**src/rtl/pcfc_pkg.sv**
```systemverilog
// Shared types and constants for the parallel camera frame capture block.
`default_nettype none
package pcfc_pkg;

    localparam int unsigned WIDTH_W  = 11;
    localparam int unsigned HEIGHT_W = 10;
    localparam int unsigned BPP_W    = 2;
    localparam int unsigned VSYNC_W  = 16;
    localparam int unsigned ROWB_W   = 12;
    localparam int unsigned OFFSET_W = 22;
    localparam int unsigned CFG_IDX_W  = 3;
    localparam int unsigned CFG_DATA_W = 16;
    localparam int unsigned IN_TDATA_W  = 16;
    localparam int unsigned OUT_TDATA_W = 32;

    // register indexes
    localparam logic [CFG_IDX_W-1:0] CFG_FRAME_WIDTH     = 3'd0;
    localparam logic [CFG_IDX_W-1:0] CFG_FRAME_HEIGHT    = 3'd1;
    localparam logic [CFG_IDX_W-1:0] CFG_BYTES_PER_PIXEL = 3'd2;
    localparam logic [CFG_IDX_W-1:0] CFG_GRAYSCALE_MODE  = 3'd3;
    localparam logic [CFG_IDX_W-1:0] CFG_VSYNC_MIN_HIGH  = 3'd4;

    typedef struct packed {
        logic [WIDTH_W-1:0]  frame_width;
        logic [HEIGHT_W-1:0] frame_height;
        logic [BPP_W-1:0]    bytes_per_pixel;
        logic                grayscale_mode;
        logic [VSYNC_W-1:0]  vsync_min_high;
    } cfg_t;

    typedef struct packed {
        logic                valid;
        logic [7:0]          pixel_byte;
        logic [OFFSET_W-1:0] byte_offset;
        logic                frame_last;
    } result_t;

endpackage
`default_nettype wire

```
**src/rtl/pcfc_cfg_regs.sv**
```systemverilog
// Configuration register file for the frame capture block.
`default_nettype none
module pcfc_cfg_regs
    import pcfc_pkg::*;
(
    input  wire logic                  clk,
    input  wire logic                  rst_n,
    input  wire logic                  cfg_we,
    input  wire logic [CFG_IDX_W-1:0]  cfg_index,
    input  wire logic [CFG_DATA_W-1:0] cfg_data,
    output cfg_t                       cfg
);

    cfg_t cfg_reg;
    cfg_t cfg_next;

    always_comb
    begin
        cfg_next = cfg_reg;
        if (cfg_we)
        begin
            unique case (cfg_index)
                CFG_FRAME_WIDTH:     cfg_next.frame_width     = cfg_data[WIDTH_W-1:0];
                CFG_FRAME_HEIGHT:    cfg_next.frame_height    = cfg_data[HEIGHT_W-1:0];
                CFG_BYTES_PER_PIXEL: cfg_next.bytes_per_pixel = cfg_data[BPP_W-1:0];
                CFG_GRAYSCALE_MODE:  cfg_next.grayscale_mode  = cfg_data[0];
                CFG_VSYNC_MIN_HIGH:  cfg_next.vsync_min_high  = cfg_data[VSYNC_W-1:0];
                default:             cfg_next = cfg_reg;   // unmapped index, ignored
            endcase
        end
    end

    always_ff @(posedge clk or negedge rst_n)
    begin
        if (!rst_n)
        begin
            cfg_reg.frame_width     <= 11'd640;
            cfg_reg.frame_height    <= 10'd480;
            cfg_reg.bytes_per_pixel <= 2'd2;
            cfg_reg.grayscale_mode  <= 1'b0;
            cfg_reg.vsync_min_high  <= 16'd100;
        end
        else
        begin
            cfg_reg <= cfg_next;
        end
    end

    assign cfg = cfg_reg;

endmodule
`default_nettype wire

```
**src/rtl/pcfc_capture_fsm.sv**
```systemverilog
// Sync-tracking state machine, row/byte counters and result formation.
`default_nettype none
module pcfc_capture_fsm
    import pcfc_pkg::*;
(
    input  wire logic       clk,
    input  wire logic       rst_n,
    input  wire cfg_t       cfg,
    input  wire logic       sample_valid,
    input  wire logic       vsync_level,
    input  wire logic       href_level,
    input  wire logic       pclk_level,
    input  wire logic [7:0] bus_data,
    output result_t         result
);

    typedef enum logic [6:0] {
        PH_WAIT_VS_HIGH   = 7'b000_0001,
        PH_VS_HIGH        = 7'b000_0010,
        PH_WAIT_HREF_HIGH = 7'b000_0100,
        PH_WAIT_PCLK_LOW  = 7'b000_1000,
        PH_WAIT_PCLK_HIGH = 7'b001_0000,
        PH_WAIT_PCLK_FALL = 7'b010_0000,
        PH_WAIT_HREF_LOW  = 7'b100_0000
    } phase_t;

    phase_t              phase_reg, phase_next;
    logic [VSYNC_W-1:0]  vs_ticks_reg, vs_ticks_next;
    logic [HEIGHT_W-1:0] row_reg, row_next;
    logic [ROWB_W-1:0]   byte_reg, byte_next;
    logic [OFFSET_W-1:0] offset_reg, offset_next;

    logic [WIDTH_W-1:0]  eff_width;
    logic [HEIGHT_W-1:0] eff_height;
    logic                bpp_two;
    logic [ROWB_W-1:0]   row_bytes;
    logic [ROWB_W-1:0]   last_kept;
    logic [HEIGHT_W:0]   row_plus1;
    logic [HEIGHT_W-1:0] row_wrapped;
    logic                keep_byte;

    always_comb
    begin
        eff_width  = (cfg.frame_width == '0) ? WIDTH_W'(1) : cfg.frame_width;
        eff_height = (cfg.frame_height == '0) ? HEIGHT_W'(1) : cfg.frame_height;
        bpp_two    = cfg.bytes_per_pixel[1];   // 2 and 3 both mean two bytes
        row_bytes  = bpp_two ? {eff_width, 1'b0} : {1'b0, eff_width};
        last_kept  = row_bytes - ROWB_W'(1);
        if (cfg.grayscale_mode && last_kept[0])
        begin
            last_kept = last_kept - ROWB_W'(1);
        end
        row_plus1   = {1'b0, row_reg} + (HEIGHT_W+1)'(1);
        row_wrapped = row_plus1[HEIGHT_W-1:0];
        keep_byte   = !byte_reg[0] || !cfg.grayscale_mode;
    end

    always_comb
    begin
        phase_next    = phase_reg;
        vs_ticks_next = vs_ticks_reg;
        row_next      = row_reg;
        byte_next     = byte_reg;
        offset_next   = offset_reg;
        result        = '0;
        result.pixel_byte  = bus_data;
        result.byte_offset = offset_reg;
        result.frame_last  = (byte_reg == last_kept) && (row_plus1 >= {1'b0, eff_height});

        if (sample_valid)
        begin
            unique case (phase_reg)
                PH_WAIT_VS_HIGH:
                begin
                    if (vsync_level)
                    begin
                        vs_ticks_next = VSYNC_W'(1);
                        phase_next    = PH_VS_HIGH;
                    end
                end
                PH_VS_HIGH:
                begin
                    if (vsync_level)
                    begin
                        if (vs_ticks_reg != '1)
                        begin
                            vs_ticks_next = vs_ticks_reg + VSYNC_W'(1);
                        end
                    end
                    else if (vs_ticks_reg >= cfg.vsync_min_high)
                    begin
                        row_next    = '0;
                        byte_next   = '0;
                        offset_next = '0;
                        phase_next  = PH_WAIT_HREF_HIGH;
                    end
                    else
                    begin
                        phase_next = PH_WAIT_VS_HIGH;   // glitch, too short
                    end
                end
                PH_WAIT_HREF_HIGH:
                begin
                    if (href_level)
                    begin
                        phase_next = PH_WAIT_PCLK_LOW;
                    end
                end
                PH_WAIT_PCLK_LOW:
                begin
                    if (!pclk_level)
                    begin
                        byte_next  = '0;
                        phase_next = PH_WAIT_PCLK_HIGH;
                    end
                end
                PH_WAIT_PCLK_HIGH:
                begin
                    if (pclk_level)
                    begin
                        if (keep_byte)
                        begin
                            result.valid = 1'b1;
                            offset_next  = offset_reg + OFFSET_W'(1);
                        end
                        byte_next  = byte_reg + ROWB_W'(1);
                        phase_next = PH_WAIT_PCLK_FALL;
                    end
                end
                PH_WAIT_PCLK_FALL:
                begin
                    // href drop also ends the wait
                    if (!pclk_level || !href_level)
                    begin
                        phase_next = (byte_reg >= row_bytes) ? PH_WAIT_HREF_LOW
                                                             : PH_WAIT_PCLK_HIGH;
                    end
                end
                PH_WAIT_HREF_LOW:
                begin
                    if (!href_level)
                    begin
                        if (row_wrapped >= eff_height || row_wrapped == '0)
                        begin
                            row_next      = '0;
                            vs_ticks_next = '0;
                            phase_next    = PH_WAIT_VS_HIGH;
                        end
                        else
                        begin
                            row_next   = row_wrapped;
                            phase_next = PH_WAIT_HREF_HIGH;
                        end
                    end
                end
                default:
                begin
                    phase_next = PH_WAIT_VS_HIGH;
                end
            endcase
        end
    end

    always_ff @(posedge clk or negedge rst_n)
    begin
        if (!rst_n)
        begin
            phase_reg    <= PH_WAIT_VS_HIGH;
            vs_ticks_reg <= '0;
            row_reg      <= '0;
            byte_reg     <= '0;
            offset_reg   <= '0;
        end
        else
        begin
            phase_reg    <= phase_next;
            vs_ticks_reg <= vs_ticks_next;
            row_reg      <= row_next;
            byte_reg     <= byte_next;
            offset_reg   <= offset_next;
        end
    end

endmodule
`default_nettype wire

```
**src/rtl/pcfc_out_skid.sv**
```systemverilog
// Result register plus one skid entry on the output stream.
`default_nettype none
module pcfc_out_skid
    import pcfc_pkg::*;
(
    input  wire logic                   clk,
    input  wire logic                   rst_n,
    input  wire result_t                result,
    output logic                        in_ready,
    output logic                        m_axis_tvalid,
    input  wire logic                   m_axis_tready,
    output logic [OUT_TDATA_W-1:0]      m_axis_tdata,
    output logic                        m_axis_tlast
);

    localparam int unsigned PAY_W = 8 + OFFSET_W + 1;

    logic             out_valid_reg, out_valid_next;
    logic             skid_valid_reg, skid_valid_next;
    logic [PAY_W-1:0] out_data_reg, out_data_next;
    logic [PAY_W-1:0] skid_data_reg, skid_data_next;
    logic [PAY_W-1:0] new_data;
    logic             pop;

    assign new_data = {result.frame_last, result.byte_offset, result.pixel_byte};
    assign pop      = out_valid_reg && m_axis_tready;

    always_comb
    begin
        out_valid_next  = out_valid_reg;
        skid_valid_next = skid_valid_reg;
        out_data_next   = out_data_reg;
        skid_data_next  = skid_data_reg;
        if (skid_valid_reg)
        begin
            // no new request can arrive while the skid entry is full
            if (pop)
            begin
                out_data_next   = skid_data_reg;
                skid_valid_next = 1'b0;
            end
        end
        else if (result.valid)
        begin
            if (!out_valid_reg || pop)
            begin
                out_valid_next = 1'b1;
                out_data_next  = new_data;
            end
            else
            begin
                skid_valid_next = 1'b1;
                skid_data_next  = new_data;
            end
        end
        else if (pop)
        begin
            out_valid_next = 1'b0;
        end
    end

    always_ff @(posedge clk or negedge rst_n)
    begin
        if (!rst_n)
        begin
            out_valid_reg  <= 1'b0;
            skid_valid_reg <= 1'b0;
        end
        else
        begin
            out_valid_reg  <= out_valid_next;
            skid_valid_reg <= skid_valid_next;
        end
    end

    always_ff @(posedge clk)
    begin
        out_data_reg  <= out_data_next;
        skid_data_reg <= skid_data_next;
    end

    assign in_ready      = !skid_valid_reg;
    assign m_axis_tvalid = out_valid_reg;
    assign m_axis_tdata  = {{(OUT_TDATA_W-PAY_W+1){1'b0}}, out_data_reg[PAY_W-2:0]};
    assign m_axis_tlast  = out_data_reg[PAY_W-1];

endmodule
`default_nettype wire

```
**src/rtl/parallel_camera_frame_capture.sv**
```systemverilog
// Top level of the parallel camera frame capture block.
//
//  channel   dir   handshake                        payload
//  s_axis    in    s_axis_tvalid / s_axis_tready    pin sample (vsync, href, pclk, data)
//  m_axis    out   m_axis_tvalid / m_axis_tready    captured byte, offset, tlast = frame end
//  cfg       in    cfg_we (no back-pressure)        register index + write data
//
// One pin sample is taken per cycle while s_axis_tready is high; each request moves
// the capture state machine by at most one phase in the same cycle and yields zero or
// one byte request. Results leave through a result register backed by one skid entry,
// so input keeps flowing while one output request is stalled; s_axis_tready drops
// only when both are full. New byte requests are registered in one of the two.
// rst_n is asynchronous, active low: registers return to their defaults,
// the machine waits for a vsync high pulse and the output side is empty.
`default_nettype none
module parallel_camera_frame_capture
    import pcfc_pkg::*;
(
    input  wire logic                   clk,
    input  wire logic                   rst_n,
    // sample stream
    input  wire logic                   s_axis_tvalid,
    output logic                        s_axis_tready,
    // [0] vsync_level, [1] href_level, [2] pclk_level, [10:3] bus_data, [15:11] zero
    input  wire logic [IN_TDATA_W-1:0]  s_axis_tdata,
    // captured byte stream
    output logic                        m_axis_tvalid,
    input  wire logic                   m_axis_tready,
    // [7:0] pixel_byte, [29:8] byte_offset, [31:30] zero
    output logic [OUT_TDATA_W-1:0]      m_axis_tdata,
    output logic                        m_axis_tlast,   // frame_last
    // configuration writes
    input  wire logic                   cfg_we,
    input  wire logic [CFG_IDX_W-1:0]   cfg_index,
    input  wire logic [CFG_DATA_W-1:0]  cfg_data
);

    cfg_t    cfg;
    result_t result;
    logic    in_ready;
    logic    sample_valid;

    // a sample counts only when the handshake completes
    assign s_axis_tready = in_ready;
    assign sample_valid  = s_axis_tvalid && in_ready;

    pcfc_cfg_regs u_cfg_regs (
        .clk       (clk),
        .rst_n     (rst_n),
        .cfg_we    (cfg_we),
        .cfg_index (cfg_index),
        .cfg_data  (cfg_data),
        .cfg       (cfg)
    );

    // phase tracking, counters and byte selection
    pcfc_capture_fsm u_capture_fsm (
        .clk          (clk),
        .rst_n        (rst_n),
        .cfg          (cfg),
        .sample_valid (sample_valid),
        .vsync_level  (s_axis_tdata[0]),
        .href_level   (s_axis_tdata[1]),
        .pclk_level   (s_axis_tdata[2]),
        .bus_data     (s_axis_tdata[10:3]),
        .result       (result)
    );

    // result register with skid entry
    pcfc_out_skid u_out_skid (
        .clk           (clk),
        .rst_n         (rst_n),
        .result        (result),
        .in_ready      (in_ready),
        .m_axis_tvalid (m_axis_tvalid),
        .m_axis_tready (m_axis_tready),
        .m_axis_tdata  (m_axis_tdata),
        .m_axis_tlast  (m_axis_tlast)
    );

endmodule
`default_nettype wire

```
**config.mk**
```make
export PLATFORM = sky130hd
export DESIGN_NAME = parallel_camera_frame_capture
export DESIGN_NICKNAME = d
export VERILOG_FILES = /design/src/rtl/pcfc_pkg.sv /design/src/rtl/pcfc_cfg_regs.sv /design/src/rtl/pcfc_capture_fsm.sv /design/src/rtl/pcfc_out_skid.sv /design/src/rtl/parallel_camera_frame_capture.sv
export SDC_FILE = /design/constraint.sdc
export NUM_CORES = 1
export LEC_CHECK = 0
export ABC_AREA = 1
export BUFFER_PORTS_ARGS = -buffer_cell sky130_fd_sc_hd__buf_2
export CAP_MARGIN = 20
export CORE_UTILIZATION = 55
export DETAILED_ROUTE_END_ITERATION = 6
export MAX_ROUTING_LAYER = met4
export PLACE_DENSITY = 0.77
export SYNTH_ARGS = -nofsm -noshare
export SYNTH_HDL_FRONTEND = slang
export SYNTH_SLANG_ARGS = --single-unit
```
**constraint.sdc**
```tcl
create_clock -name clk -period 3.5 [get_ports clk]
set_clock_uncertainty 0.2 [all_clocks]
set_input_delay 0.35 -clock clk [delete_from_list [all_inputs] [get_ports clk]]
set_output_delay 0.35 -clock clk [all_outputs]
set_load 0.03 [all_outputs]
```
==> summary.txt <==
status = finished clean
dominant synthesized flop cell = dfrtp_1
CP peak stage delay = 0.42 ns
Port Buffers = 67
Antenna Cells = 0
most common cell after layout, fill and taps aside = nand2_1
DP Cell Count = 1455
max_cap viols = 0
vias per cell = 5.45
final worst path period share = 0.932
DRT Pass-1 Iters = 7
Worst Max-Slew Pin Slew = 0.961 ns
Worst Hold Class = in2reg
row count = 48
most frequent cells in the layout = 315 x nand2_1, 145 x inv_1, 97 x dfrtp_1
non-filler cells, final = 1502
CTS root buf = clkbuf_16
Final WS setup = 0.236 ns
Final nets = 1349
Yosys cell types = 51
I/O pins = 75
remaining antenna violation count after routing = 0
power density over cell area = 524 nW/um^2
hpwl dp = 15600 um
vias in the first global route = 7465
CTS buffer count = 17
Die X = 135 um
Arr. time, crit path = 3.41 ns
Avg Cell Area, Syn = 8.30 sq um
Slew Limit Fails = 0
setup slack, reg-to-reg = 0.24 ns
R2R depth = 19
YS warnings = 0
WHS Path Cells = 3
DR WL/cell = 14.4 um
Async S/R FF share, synth = 0.635
Max Clk Rate = 306 MHz
CP delay by family, top = simple AND/OR/NAND/NOR gates
CTS tree = built
WS Path Type = reg2reg
Relative slew margins = 0.358
final-report hold violation count = 0
Seq/Total Area, Yosys = 0.468
HP Start = cfg_data[6]
Worst-path clk slew = 0.07 ns
R2R Path Start = u_capture_fsm.row_reg[0]$_DFFE_PN0P_
Post-Syn Instances = 1178
Overall Global Routing Usage = 0.256
Min-Delay Endpoint = u_cfg_regs.cfg[25]$_DFFE_PN1P_
pre-CTS setup slack = 0.0510 ns
first-pass GRT wire length = 35800 um
Die H = 135 um
1st-iter DRT viols = 563
#FFs+latches synth = 170
CP startpoint kind = flip-flop
CP Cell Sequence = ha_1 > nand2_1 > inv_1 > a21o_1 > nand2_1 > inv_1 > ha_1 > nand2_1 > nand2_1 > a21boi_0 > nand2_1 > nand2_1 > nand3_1 > nand2_1 > nand2_1 > a21oi_2 > nand2_1 > or2_4 > o21ai_1
GP Congestion = 0.913
Bufs on Longest Clock Path = 2
initial antenna violation count = 0
share of layout cells above drive strength 1 = 0.131
Detailed Route WL = 21600 um
Max FO, Critical Path = 10
H-tree Lvls = 4
Via Count = 8184
clk sink count = 170
crit path time final = 3.26 ns
Post-synth EDFFs = 62
area grow syn2layout = 13.8%
CP most frequent cell = nand2_1
P_leak = 5.17 nW
Worst-Skew Late Latency = 0.44 ns
WP data required = 3.65 ns
critical path capture point type = flip-flop
WP buf/inv = 2
global route overflow = 0
setup violators final = 0
Reg-to-Reg End = u_capture_fsm.row_reg[5]$_DFFE_PN0P_
flip-flop count of the largest register, all copies and words added = 39
DRC Markers = 0
Initial Util = 0.564
crit path max-delay cell type = dfrtp_1
pin count of the biggest net entering global routing = 63
Cell Area, Synth = 9780 sq um
Power Total = 5.83 mW
core area = 17400 sq um
Die Area = 18300 sq um
Worst VDD drop = 0.437 mV
[tightest hold or removal path, cell delays in order]
cell and delay, ns:
buf_2 0.10, inv_1 0.10, o21ai_0 0.10
[final cells by class]
class                      instances  area [sq um]
fill                            1423          6220
sequential                       170          4580
multi-input combinational        823          4480
timing repair buffer              98           633
inverter                         154           578
clock buffer                      17           425
tap                              225           282
clock inverter                    15           151
[power by group]
group / internal, mW / switching, mW
Combinational: 0.520 / 0.995
Clock: 0.948 / 0.879
Sequential: 2.28 / 0.207
Total: 3.75 / 2.08
[kinds of logic (layout without fill, tap and decap cells)]
group,after synthesis,count (layout),synth area share
xor gates and xnor gates,52,52,0.0466
AOI/OAI and AO/OA,173,173,0.104
muxes,1,1,0.00102
DFF,170,170,0.468
adders and majority gates,45,45,0.0576
buffers and inverters,186,284,0.0756
other,1,2,0.000383
and+or+nand+nor,550,550,0.246
[worst max path at each step]
stage                     slack [ns]  cells past startpoint                                   start                                    endpoint
after floorplan                 0.19                      6  u_capture_fsm.phase_reg[1]$_DFFE_PN0P_       u_out_skid.skid_data_reg[0]$_DFFE_PP_
after global placement          0.16                     19    u_capture_fsm.row_reg[0]$_DFFE_PN0P_        u_capture_fsm.row_reg[0]$_DFFE_PN0P_
after detailed placement        0.05                     19    u_capture_fsm.row_reg[0]$_DFFE_PN0P_        u_capture_fsm.row_reg[5]$_DFFE_PN0P_
after CTS                       0.03                     19    u_capture_fsm.row_reg[0]$_DFFE_PN0P_        u_capture_fsm.row_reg[5]$_DFFE_PN0P_
after global routing         -0.0002                     21    u_capture_fsm.row_reg[0]$_DFFE_PN0P_  u_capture_fsm.vs_ticks_reg[13]$_DFFE_PN0P_
final                           0.24                     19    u_capture_fsm.row_reg[0]$_DFFE_PN0P_        u_capture_fsm.row_reg[5]$_DFFE_PN0P_
[synth_stat cells (8+ instances only)]
library cell | number | area, sq um
clkbuf_1 | 19 | 71.3
ha_1 | 45 | 563
nand3_1 | 80 | 400
a21oi_1 | 22 | 110
nand4_1 | 33 | 206
nor2_1 | 71 | 267
o21ai_1 | 29 | 145
xnor2_1 | 8 | 70.1
xor2_1 | 44 | 385
nor2_2 | 8 | 50.1
dfstp_2 | 11 | 289
o31ai_1 | 25 | 188
inv_1 | 145 | 544
edfxtp_1 | 62 | 1860
nand2_1 | 315 | 1180
nor3_1 | 18 | 90.1
inv_2 | 8 | 30.0
o21ai_0 | 75 | 375
dfrtp_1 | 97 | 2430
[repair_timing]
| item | 4_1_cts | 5_1_grt |
|---|---|---|
| setup endpoints to repair | 0 | 26 |
| setup buffers | 0 | 0 |
| resized for setup | 0 | 3 |
| hold buffers | 15 | 0 |
| endpoints found under the hold margin | 69 | 0 |
[through the flow]
| step | setup TNS [ns] | cell area [sq um] | util | hold slack (ns) |
|---|---|---|---|---|
| 6_report | 0 | 11100 | 0.641 | 0.0163 |
| 5_1_grt | -0.000217 | 11100 | 0.641 | 0.0230 |
| 4_1_cts | 0 | 11100 | 0.641 | 0.00519 |
| 3_5_place_dp | 0 | 10400 | 0.599 | 0.276 |
| 3_3_place_gp | 0 | 10400 | 0.599 | 0.266 |
| 2_1_floorplan | 0 | 9790 | - | -0.146 |
[layer usage]
layer  wire length [um]  up-vias  part of all wire  GRT usage
li1                   -     4082                 -          -
met1              10100     3819              0.47      0.340
met2              10100      247              0.47      0.401
met3               1040       36             0.048     0.0412
met4                423        0             0.020     0.0836
met5                  0        -                 0          -
No activity file was read; power rests on OpenSTA's default activity.
